`src/rtl/lsb_steganography_embed_extract_core_macros.svh`:
```
// Assertion macros shared by the LSB steganography core.
`ifndef LSB_STEGANOGRAPHY_EMBED_EXTRACT_CORE_MACROS_SVH
`define LSB_STEGANOGRAPHY_EMBED_EXTRACT_CORE_MACROS_SVH

// Implication checked every clock, disabled while in reset.
`define LSBSE_ASSERT_IMP(label, ante, cons, msg) \
  label: assert property (@(posedge clk) disable iff (!rst_n) (ante) |-> (cons)) \
    else $error(msg);

// Next-cycle implication checked every clock, disabled while in reset.
`define LSBSE_ASSERT_NEXT(label, ante, cons, msg) \
  label: assert property (@(posedge clk) disable iff (!rst_n) (ante) |=> (cons)) \
    else $error(msg);

`endif

```
`src/rtl/lsbse_pkg.sv`:
```
// Shared constants and types of the LSB steganography core.
`timescale 1ns / 1ps
package lsbse_pkg;

  localparam int LANES      = 8;
  localparam int BYTE_W     = 8;
  localparam int HDR_BITS   = 32;
  localparam int HDR_GROUPS = HDR_BITS / LANES;
  localparam int GROUP_W    = 25;
  localparam int MSG_W      = 24;
  localparam int IMG_W      = 27;
  localparam int LEN_W      = 29;
  localparam int CFG_AW     = 4;
  localparam int CFG_DW     = 32;

  localparam logic [GROUP_W-1:0] GROUP_MAX = {GROUP_W{1'b1}};
  localparam logic [BYTE_W-1:0]  LSB_CLEAR = 8'hFE;

  // register indexes (paddr[3:2])
  localparam logic [1:0] REG_MODE      = 2'd0;
  localparam logic [1:0] REG_MSG_BYTES = 2'd1;
  localparam logic [1:0] REG_IMG_BYTES = 2'd2;

  localparam logic MODE_EMBED   = 1'b0;
  localparam logic MODE_EXTRACT = 1'b1;

  typedef struct packed {
    logic             rec_valid;
    logic             refused;
    logic [LEN_W-1:0] len_out;
  } status_t;

endpackage

```
`src/rtl/lsbse_lane.sv`:
```
// One byte lane: replaces the LSB of a cover byte with a payload bit.
`timescale 1ns / 1ps
module lsbse_lane (
  input  logic [lsbse_pkg::BYTE_W-1:0] cover_byte,
  input  logic                         embed_en,
  input  logic                         embed_bit,
  output logic [lsbse_pkg::BYTE_W-1:0] stego
);

  assign stego = embed_en ? ((cover_byte & lsbse_pkg::LSB_CLEAR) |
                             lsbse_pkg::BYTE_W'(embed_bit))
                          : cover_byte;

endmodule

```
`src/rtl/lsbse_ctrl.sv`:
```
// Frame control: group counter, length header, capacity check and extract window.
`timescale 1ns / 1ps
`include "lsb_steganography_embed_extract_core_macros.svh"
module lsbse_ctrl #(
  parameter int LANES = lsbse_pkg::LANES
) (
  input  logic                          clk,
  input  logic                          rst_n,
  input  logic                          in_fire,
  input  logic                          frame_start,
  input  logic                          mode,
  input  logic [lsbse_pkg::MSG_W-1:0]   msg_bytes,
  input  logic [lsbse_pkg::IMG_W-1:0]   img_bytes,
  input  logic [lsbse_pkg::BYTE_W-1:0]  msg_byte,
  input  logic [LANES-1:0]              lsb_byte,
  output logic                          embed_en,
  output logic [LANES-1:0]              embed_bits,
  output lsbse_pkg::status_t            status
);

  localparam int HG      = lsbse_pkg::HDR_BITS / LANES;
  localparam int HG_W    = (HG > 1) ? $clog2(HG) : 1;
  localparam int GW      = lsbse_pkg::GROUP_W;
  localparam int LW      = lsbse_pkg::LEN_W;
  localparam int IMG_SH  = $clog2(LANES);

  logic [GW-1:0]                    gi_r, gi_nxt, g;
  logic [lsbse_pkg::HDR_BITS-1:0]   hs_r, hs_nxt, hs_cur;
  logic                             refused_r, refused_now;
  logic                             g_zero, hdr_grp, cap_fail, in_msg, in_len, in_img;
  logic [GW-1:0]                    g_m4;
  logic [lsbse_pkg::HDR_BITS-1:0]   len32;
  logic [HG_W-1:0]                  gsel;
  logic [LANES-1:0]                 hdr_chunk;

  assign g      = frame_start ? '0 : gi_r;
  assign g_zero = (g == '0);
  assign hdr_grp = (g < GW'(HG));
  assign g_m4   = g - GW'(HG);
  assign gsel   = g[HG_W-1:0];

  assign len32    = lsbse_pkg::HDR_BITS'({msg_bytes, 3'b000});
  assign cap_fail = ({1'b0, len32[lsbse_pkg::MSG_W+2:0]} + 28'd32) > {1'b0, img_bytes};

  assign refused_now = g_zero ? cap_fail : refused_r;
  assign hs_cur      = g_zero ? '0 : hs_r;

  // header chunk for this group, MSB of the header in lane 0 of group zero
  assign hdr_chunk = LANES'(len32 >> (LANES * (HG - 1 - int'(gsel))));

  assign in_msg = (g_m4 < GW'(msg_bytes));
  assign in_len = (LW'(g_m4) < hs_cur[lsbse_pkg::HDR_BITS-1:3]);
  // (g+1)*LANES <= image_bytes  <=>  g+1 <= image_bytes / LANES
  assign in_img = ({1'b0, g} + (GW+1)'(1)) <= (GW+1)'(img_bytes >> IMG_SH);

  assign embed_en   = (mode == lsbse_pkg::MODE_EMBED) && !refused_now &&
                      (hdr_grp || in_msg);
  assign embed_bits = hdr_grp ? hdr_chunk : LANES'(msg_byte);

  assign hs_nxt = hdr_grp ? {hs_cur[lsbse_pkg::HDR_BITS-LANES-1:0], lsb_byte} : hs_cur;
  assign gi_nxt = (g == lsbse_pkg::GROUP_MAX) ? g : g + GW'(1);

  assign status.rec_valid = (mode == lsbse_pkg::MODE_EXTRACT) && !hdr_grp && in_len && in_img;
  assign status.refused   = (mode == lsbse_pkg::MODE_EMBED) && refused_now;
  assign status.len_out   = (g >= GW'(HG - 1)) ? hs_nxt[lsbse_pkg::HDR_BITS-1:3] : '0;

  always_ff @(posedge clk) begin
    if (!rst_n) begin
      gi_r      <= '0;
      hs_r      <= '0;
      refused_r <= 1'b0;
    end else if (in_fire) begin
      gi_r      <= gi_nxt;
      hs_r      <= hs_nxt;
      refused_r <= refused_now;
    end
  end

  `LSBSE_ASSERT_IMP(a_rec_only_extract, status.rec_valid, mode == lsbse_pkg::MODE_EXTRACT, "recovered byte flagged in embed mode")
  `LSBSE_ASSERT_IMP(a_no_embed_refused, embed_en, !refused_now && mode == lsbse_pkg::MODE_EMBED, "embedding while refused")
  `LSBSE_ASSERT_IMP(a_no_rec_in_header, status.rec_valid, !hdr_grp, "recovered byte during header groups")
  `LSBSE_ASSERT_NEXT(a_frame_restart, in_fire && frame_start, gi_r == GW'(1), "group counter not restarted by frame start")

endmodule

```
`src/rtl/lsbse_merge.sv`:
```
// Merge stage: gathers lane LSBs and holds the result transaction in the output register.
`timescale 1ns / 1ps
module lsbse_merge #(
  parameter int LANES = lsbse_pkg::LANES
) (
  input  logic                                     clk,
  input  logic                                     rst_n,
  input  logic                                     in_tvalid,
  output logic                                     in_tready,
  input  logic [LANES-1:0][lsbse_pkg::BYTE_W-1:0]  stego,
  input  lsbse_pkg::status_t                       status,
  output logic [LANES-1:0]                         lsb_byte,
  input  logic                                     out_tready,
  output logic                                     out_tvalid,
  output logic [LANES-1:0][lsbse_pkg::BYTE_W-1:0]  stego_r,
  output logic [LANES-1:0]                         rec_r,
  output lsbse_pkg::status_t                       status_r
);

  logic out_valid_r, out_valid_nxt, fire;

  // lane 0 lands in the MSB
  always_comb begin
    for (int k = 0; k < LANES; k++) begin
      lsb_byte[LANES-1-k] = stego[k][0];
    end
  end

  assign in_tready     = !out_valid_r || out_tready;
  assign fire          = in_tvalid && in_tready;
  assign out_valid_nxt = fire ? 1'b1 : (out_tready ? 1'b0 : out_valid_r);
  assign out_tvalid    = out_valid_r;

  always_ff @(posedge clk) begin
    if (!rst_n) begin
      out_valid_r <= 1'b0;
    end else begin
      out_valid_r <= out_valid_nxt;
    end
  end

  always_ff @(posedge clk) begin
    if (fire) begin
      stego_r  <= stego;
      rec_r    <= status.rec_valid ? lsb_byte : '0;
      status_r <= status;
    end
  end

endmodule

```
`src/rtl/lsb_steganography_embed_extract_core.sv`:
```
// Top level of the LSB steganography embed/extract core.
`timescale 1ns / 1ps
// Takes one group of eight cover bytes per clock and returns one result per group,
// in the cycle after acceptance; back-to-back groups run at a full rate of one per clock,
// set by the single output register (in_tready drops only while a held result is
// not being taken).
// Embed mode writes a 32-bit bit-length header into the LSBs of the first four groups,
// then one message byte per group, unless header plus message exceed image_bytes,
// in which case the frame passes through and refused is set. Extract mode rebuilds
// the header and flags one recovered byte per group while in range.
// in_tuser[0] (frame_start) restarts the group counter. Registers: 0 mode,
// 1 message_bytes, 2 image_bytes at byte addresses 0, 4, 8.
module lsb_steganography_embed_extract_core #(
  parameter int LANES = lsbse_pkg::LANES
) (
  input  logic                              clk,
  input  logic                              rst_n,
  // cover_byte_0..cover_byte_7 (lane 0 lowest), message_byte
  input  logic [LANES*8+7:0]                in_tdata,
  // frame_start
  input  logic [0:0]                        in_tuser,
  input  logic                              in_tvalid,
  output logic                              in_tready,
  // stego_byte_0..stego_byte_7, recovered_byte, message_length_out, zero pad
  output logic [((LANES*8+8+lsbse_pkg::LEN_W+7)/8)*8-1:0] out_tdata,
  // recovered_valid, refused
  output logic [1:0]                        out_tuser,
  output logic                              out_tvalid,
  input  logic                              out_tready,
  input  logic                              cfg_psel,
  input  logic                              cfg_penable,
  input  logic                              cfg_pwrite,
  input  logic [lsbse_pkg::CFG_AW-1:0]      cfg_paddr,
  input  logic [lsbse_pkg::CFG_DW-1:0]      cfg_pwdata,
  output logic [lsbse_pkg::CFG_DW-1:0]      cfg_prdata,
  output logic                              cfg_pready
);

  localparam int OUT_RAW = LANES * 8 + 8 + lsbse_pkg::LEN_W;
  localparam int OUT_W   = ((OUT_RAW + 7) / 8) * 8;

  logic                            mode_r;
  logic [lsbse_pkg::MSG_W-1:0]     msg_bytes_r;
  logic [lsbse_pkg::IMG_W-1:0]     img_bytes_r;
  logic                            cfg_wr;
  logic                            in_fire;
  logic                            embed_en;
  logic [LANES-1:0]                embed_bits;
  logic [LANES-1:0]                lsb_byte;
  logic [LANES-1:0][7:0]           cover_bytes, stego, stego_r;
  logic [LANES-1:0]                rec_r;
  lsbse_pkg::status_t              status, status_r;

  // config port
  assign cfg_pready = 1'b1;
  assign cfg_wr     = cfg_psel && cfg_penable && cfg_pwrite && cfg_pready;

  always_ff @(posedge clk) begin
    if (!rst_n) begin
      mode_r      <= lsbse_pkg::MODE_EMBED;
      msg_bytes_r <= '0;
      img_bytes_r <= '0;
    end else if (cfg_wr) begin
      unique case (cfg_paddr[3:2])
        lsbse_pkg::REG_MODE:      mode_r      <= cfg_pwdata[0];
        lsbse_pkg::REG_MSG_BYTES: msg_bytes_r <= cfg_pwdata[lsbse_pkg::MSG_W-1:0];
        lsbse_pkg::REG_IMG_BYTES: img_bytes_r <= cfg_pwdata[lsbse_pkg::IMG_W-1:0];
        default: ;
      endcase
    end
  end

  always_comb begin
    unique case (cfg_paddr[3:2])
      lsbse_pkg::REG_MODE:      cfg_prdata = lsbse_pkg::CFG_DW'(mode_r);
      lsbse_pkg::REG_MSG_BYTES: cfg_prdata = lsbse_pkg::CFG_DW'(msg_bytes_r);
      lsbse_pkg::REG_IMG_BYTES: cfg_prdata = lsbse_pkg::CFG_DW'(img_bytes_r);
      default:                  cfg_prdata = '0;
    endcase
  end

  assign in_fire     = in_tvalid && in_tready;
  assign cover_bytes = in_tdata[LANES*8-1:0];

  lsbse_ctrl #(.LANES(LANES)) u_ctrl (
    .clk         (clk),
    .rst_n       (rst_n),
    .in_fire     (in_fire),
    .frame_start (in_tuser[0]),
    .mode        (mode_r),
    .msg_bytes   (msg_bytes_r),
    .img_bytes   (img_bytes_r),
    .msg_byte    (in_tdata[LANES*8+7:LANES*8]),
    .lsb_byte    (lsb_byte),
    .embed_en    (embed_en),
    .embed_bits  (embed_bits),
    .status      (status)
  );

  for (genvar k = 0; k < LANES; k++) begin : g_lane
    lsbse_lane u_lane (
      .cover_byte (cover_bytes[k]),
      .embed_en   (embed_en),
      .embed_bit  (embed_bits[LANES-1-k]),
      .stego      (stego[k])
    );
  end

  lsbse_merge #(.LANES(LANES)) u_merge (
    .clk        (clk),
    .rst_n      (rst_n),
    .in_tvalid  (in_tvalid),
    .in_tready  (in_tready),
    .stego      (stego),
    .status     (status),
    .lsb_byte   (lsb_byte),
    .out_tready (out_tready),
    .out_tvalid (out_tvalid),
    .stego_r    (stego_r),
    .rec_r      (rec_r),
    .status_r   (status_r)
  );

  assign out_tdata = OUT_W'({status_r.len_out, 8'(rec_r), stego_r});
  assign out_tuser = {status_r.refused, status_r.rec_valid};

endmodule
```
`config.mk`:
```
export PLATFORM = sky130hd
export DESIGN_NAME = lsb_steganography_embed_extract_core
export DESIGN_NICKNAME = d
export VERILOG_FILES = /design/src/rtl/lsbse_pkg.sv /design/src/rtl/lsbse_lane.sv /design/src/rtl/lsbse_ctrl.sv /design/src/rtl/lsbse_merge.sv /design/src/rtl/lsb_steganography_embed_extract_core.sv
export VERILOG_INCLUDE_DIRS = /design/src /design/src/rtl
export SDC_FILE = /design/constraint.sdc
export NUM_CORES = 1
export LEC_CHECK = 0
export ABC_AREA = 1
export BUFFER_PORTS_ARGS = -buffer_cell sky130_fd_sc_hd__buf_2
export CORE_UTILIZATION = 25
export CTS_CLUSTER_DIAMETER = 120
export DETAILED_ROUTE_END_ITERATION = 8
export GPL_ROUTABILITY_DRIVEN = 0
export GPL_TIMING_DRIVEN = 0
export PLACE_DENSITY = 0.42
export SLEW_MARGIN = 20
export SYNTH_ARGS = -nofsm -noshare
export SYNTH_HDL_FRONTEND = slang
export SYNTH_SLANG_ARGS = --single-unit
export TNS_END_PERCENT = 30
```
`constraint.sdc`:
```
create_clock -name clk -period 10.4 [get_ports clk]
set_clock_uncertainty 0.1 [all_clocks]
set_input_delay 0 -clock clk [delete_from_list [all_inputs] [get_ports clk]]
set_output_delay 0 -clock clk [all_outputs]
set_load 0.01 [all_outputs]
```
==> impl_metrics.env <==
export IMPL_status="finished clean"
export IMPL_power_density_nw_per_um2=156.0
export IMPL_grt_pass1_wl_um=66560
export IMPL_drt_iter0_markers=728
export IMPL_synth_cell_types=54
export IMPL_antenna_found_initial=1
export IMPL_setup_viol=0
export IMPL_crit_chain="inv_1 > nor2_1 > inv_1 > ha_1 > nand4_1 > nor2_1 > nand2_1 > inv_2 > buf_2 > nor2_1 > inv_1 > ha_1 > a21oi_1 > or2_2 > a21oi_1 > a2111oi_0 > nand2_1 > nand2_1 > nand4_2 > nor2_1"
export IMPL_ir_drop_uv=110.0
export IMPL_startpoint_type="flop"
export IMPL_insertion_delay_ns=0.56
export IMPL_dieArea_um2=50720
export IMPL_layout_drive_gt1_share_pct=19.75
export IMPL_period_needed_ns=5.090
export IMPL_ys_warn_count=0
export IMPL_post_route_period_util_pct=48.94
export IMPL_crit_fanout=10
export IMPL_rows=81
export IMPL_dp_slack_ns=5.310
export IMPL_yosysSeqAreaShare_pct=42.67
export IMPL_grtUsageMet1_pct=22.74
export IMPL_tightest_slew_ns=0.7964
export IMPL_insertedDiodeCount=0
export IMPL_maxCapViolations=0
export IMPL_grt_overflow_total=0
export IMPL_grt_max_degree=29
export IMPL_area_growth_pct=33.29
export IMPL_cp_top_family="simple AND/OR/NAND/NOR gates"
export IMPL_setup_tns_ns=0
export IMPL_power_net_switching_uw=804.5
export IMPL_final_common_cell="buf_2"
export IMPL_p_clk_share_pct=37.2
export IMPL_cts_resized=0
export IMPL_htree_levels=1
export IMPL_clkSlewWorstSetupHoldPaths_ns=0.06
export IMPL_nNetsFinal=2135
export IMPL_numCtsBuffers=27
export IMPL_slowest_delay_ns=0.62
export IMPL_dp_cells=2446
export IMPL_cp_slowest_cell="nor2_1"
export IMPL_post_cts_buffers=0
export IMPL_r2r_slack_ns=5.31
export IMPL_ant_nets=0
export IMPL_finalHoldViolations=0
export IMPL_n_fill_cell=5333
export IMPL_wire_per_inst_um=16.99
export IMPL_cts_tree="done"
export IMPL_io_buffer_count=239
export IMPL_postCtsHoldBufs=108
export IMPL_vias_per_cell=4.571
export IMPL_cp_required_ns=10.71
export IMPL_pin_count=257
export IMPL_use_met3_pct=2.386
export IMPL_cp_end_kind="flop"
export IMPL_wirelength_um=44210
export IMPL_p_leak_uw=0.007596
export IMPL_finalInstanceArea_um2=16600
export IMPL_met2_usage_pct=28.89
export IMPL_grt_pass1_vias=11670
export IMPL_arrival_ns=5.40
export IMPL_avgSynthCellArea_um2=8.131
export IMPL_fp_coreArea_um2=49050
export IMPL_finalMaxSlewViolations=0
export IMPL_power_total_uw=2590
export IMPL_rsz0062_at_grt="no"
export IMPL_num_vias=11900
export IMPL_internal_power_uw=1785
export IMPL_start_util_pct=25.40
export IMPL_ys_ff_latch=214
export IMPL_final_cells=2603
export IMPL_clock_sinks=214
export IMPL_register_area_um2=5315
export IMPL_post_dp_hpwl_um=35720
export IMPL_comb_power_share_pct=24.7
export IMPL_multiInputGateArea_um2=5938
export IMPL_grt_busiest_layer="met2"
export IMPL_relSlewSlack_pct=46.71
export IMPL_pwr_share_seq_pct=38.1
export IMPL_swShare_pct=31.06
export IMPL_route_detailed_drc=0
export IMPL_die_width_um=225.2
export IMPL_first_pass_iters=6
export IMPL_grt_usage_pct=17.20
export IMPL_max_clock_freq_mhz=196.5
export IMPL_hp_class="input pin to flop"
export IMPL_die_h_um=225.2
export IMPL_clock_tree_root_cell="clkbuf_16"
export IMPL_crit_buf_inv=5
export IMPL_final_cell_mix="buf_2, nand2_1, inv_1"
export IMPL_path_class="flop to flop"
export IMPL_placed_area_um2=14610
export IMPL_clock_path_buffers=3
export IMPL_syn_cell_area_um2=12460
export IMPL_path_common_cell="nor2_1"
export IMPL_synthCells=1532
export IMPL_worst_slack_ns=5.310
-- metal layers --
metal | wire (um) | share of wire, %
met5 | 12 | 0.027
met4 | 1217 | 2.8
met3 | 2527 | 5.7
met2 | 20340 | 46
met1 | 20120 | 45
-- through the flow --
step / utilization (%) / hold WS (ns)
2_1_floorplan: - / -0.001131
3_3_place_gp: 29.58 / 0.07705
3_5_place_dp: 29.78 / 0.07839
4_1_cts: 33.85 / 0.005517
5_1_grt: 33.85 / 0.04123
6_report: 33.85 / 0.03213
-- power groups by stage --
stage | Sequential (uW) | Combinational, uW | Clock [uW]
after floorplan | 1020 | 367 | 0
after global placement | 1010 | 592 | 0
after detailed placement | 1000 | 606 | 0
after CTS | 987 | 648 | 995
after global routing | 993 | 724 | 1020
final | 986 | 640 | 963
-- area by class of cell --
type                    instances  area share, %
well taps                     664          5.004
flip-flops and latches        214          32.01
clock buffers                  35          4.559
repair buffers                351          14.29
plain buffers                  63          2.057
clock inverters                14         0.9570
inverters                     235          5.358
multi-input cells            1027          35.76
-- flip-flops by register name (all words and copies together), names as in the netlist --
register and flops:
u_ctrl.gi_r 25, mode_r 1, u_ctrl.hs_r 32, u_merge.stego_r 64
msg_bytes_r 24, u_merge.out_tvalid 1, u_merge.status_r 31, u_merge.rec_r 8
u_ctrl.refused_r 1, img_bytes_r 27
-- kinds of logic (layout without fill, tap and decap cells) --
family / after synthesis / after routing / synth area share [%]
flops: 214 / 214 / 42.67
simple gates: 537 / 537 / 19.32
compound gates: 341 / 341 / 15.23
buf+inv: 298 / 698 / 9.873
fa+ha+maj: 100 / 100 / 10.04
xor+xnor: 40 / 40 / 2.812
other cells: 2 / 9 / 0.06029
-- worst min-delay path, stage by stage --
cell and delay (ns):
buf_2 0.13, nand2_1 0.08, nand2_1 0.08, nand3_1 0.13
nand3_1 0.11, nand2_1 0.07, a21oi_1 0.05
-- synthesized netlist by cell type (all sizes together) --
cell type | n | area, um2
nand2 | 263 | 1061
a211oi | 4 | 35.03
o21a | 3 | 22.52
o21ai | 132 | 675.6
nor3b | 1 | 18.77
a22oi | 4 | 30.03
a221oi | 1 | 8.760
ha | 100 | 1251
o2111ai | 3 | 26.28
edfxtp | 103 | 3093
nand3b | 1 | 7.510
nor2 | 170 | 701.9
o211ai | 27 | 202.7
and3 | 1 | 6.260
o41ai | 1 | 8.760
xnor2 | 4 | 35.03
buf | 33 | 227.7
clkbuf | 30 | 112.6
dfxtp | 111 | 2222
a21o | 3 | 22.52
nand4 | 21 | 143.9
inv | 233 | 882.1
clkinv | 2 | 7.510
o31ai | 1 | 7.510
a21oi | 129 | 645.6
conb | 2 | 7.510
o22ai | 26 | 162.7
nand3 | 61 | 340.3
o221ai | 1 | 8.760
xor2 | 36 | 315.3
a31oi | 5 | 31.28
nor4b | 1 | 8.760
nor3 | 12 | 80.08
nor4 | 4 | 25.02
a2111oi | 1 | 8.760
or2 | 2 | 12.52
-- final timing paths --
kind,start,end,depth (start not counted)
worst max-delay path,u_ctrl.gi_r[1],u_merge.rec_r[2],20
worst min-delay path,in_tdata[64],u_ctrl.hs_r[0],7
worst max register to register,u_ctrl.gi_r[1],u_merge.rec_r[2],20
worst min register to register,u_ctrl.hs_r[0],u_ctrl.hs_r[0],2
Power figures use the tool's default switching activity.
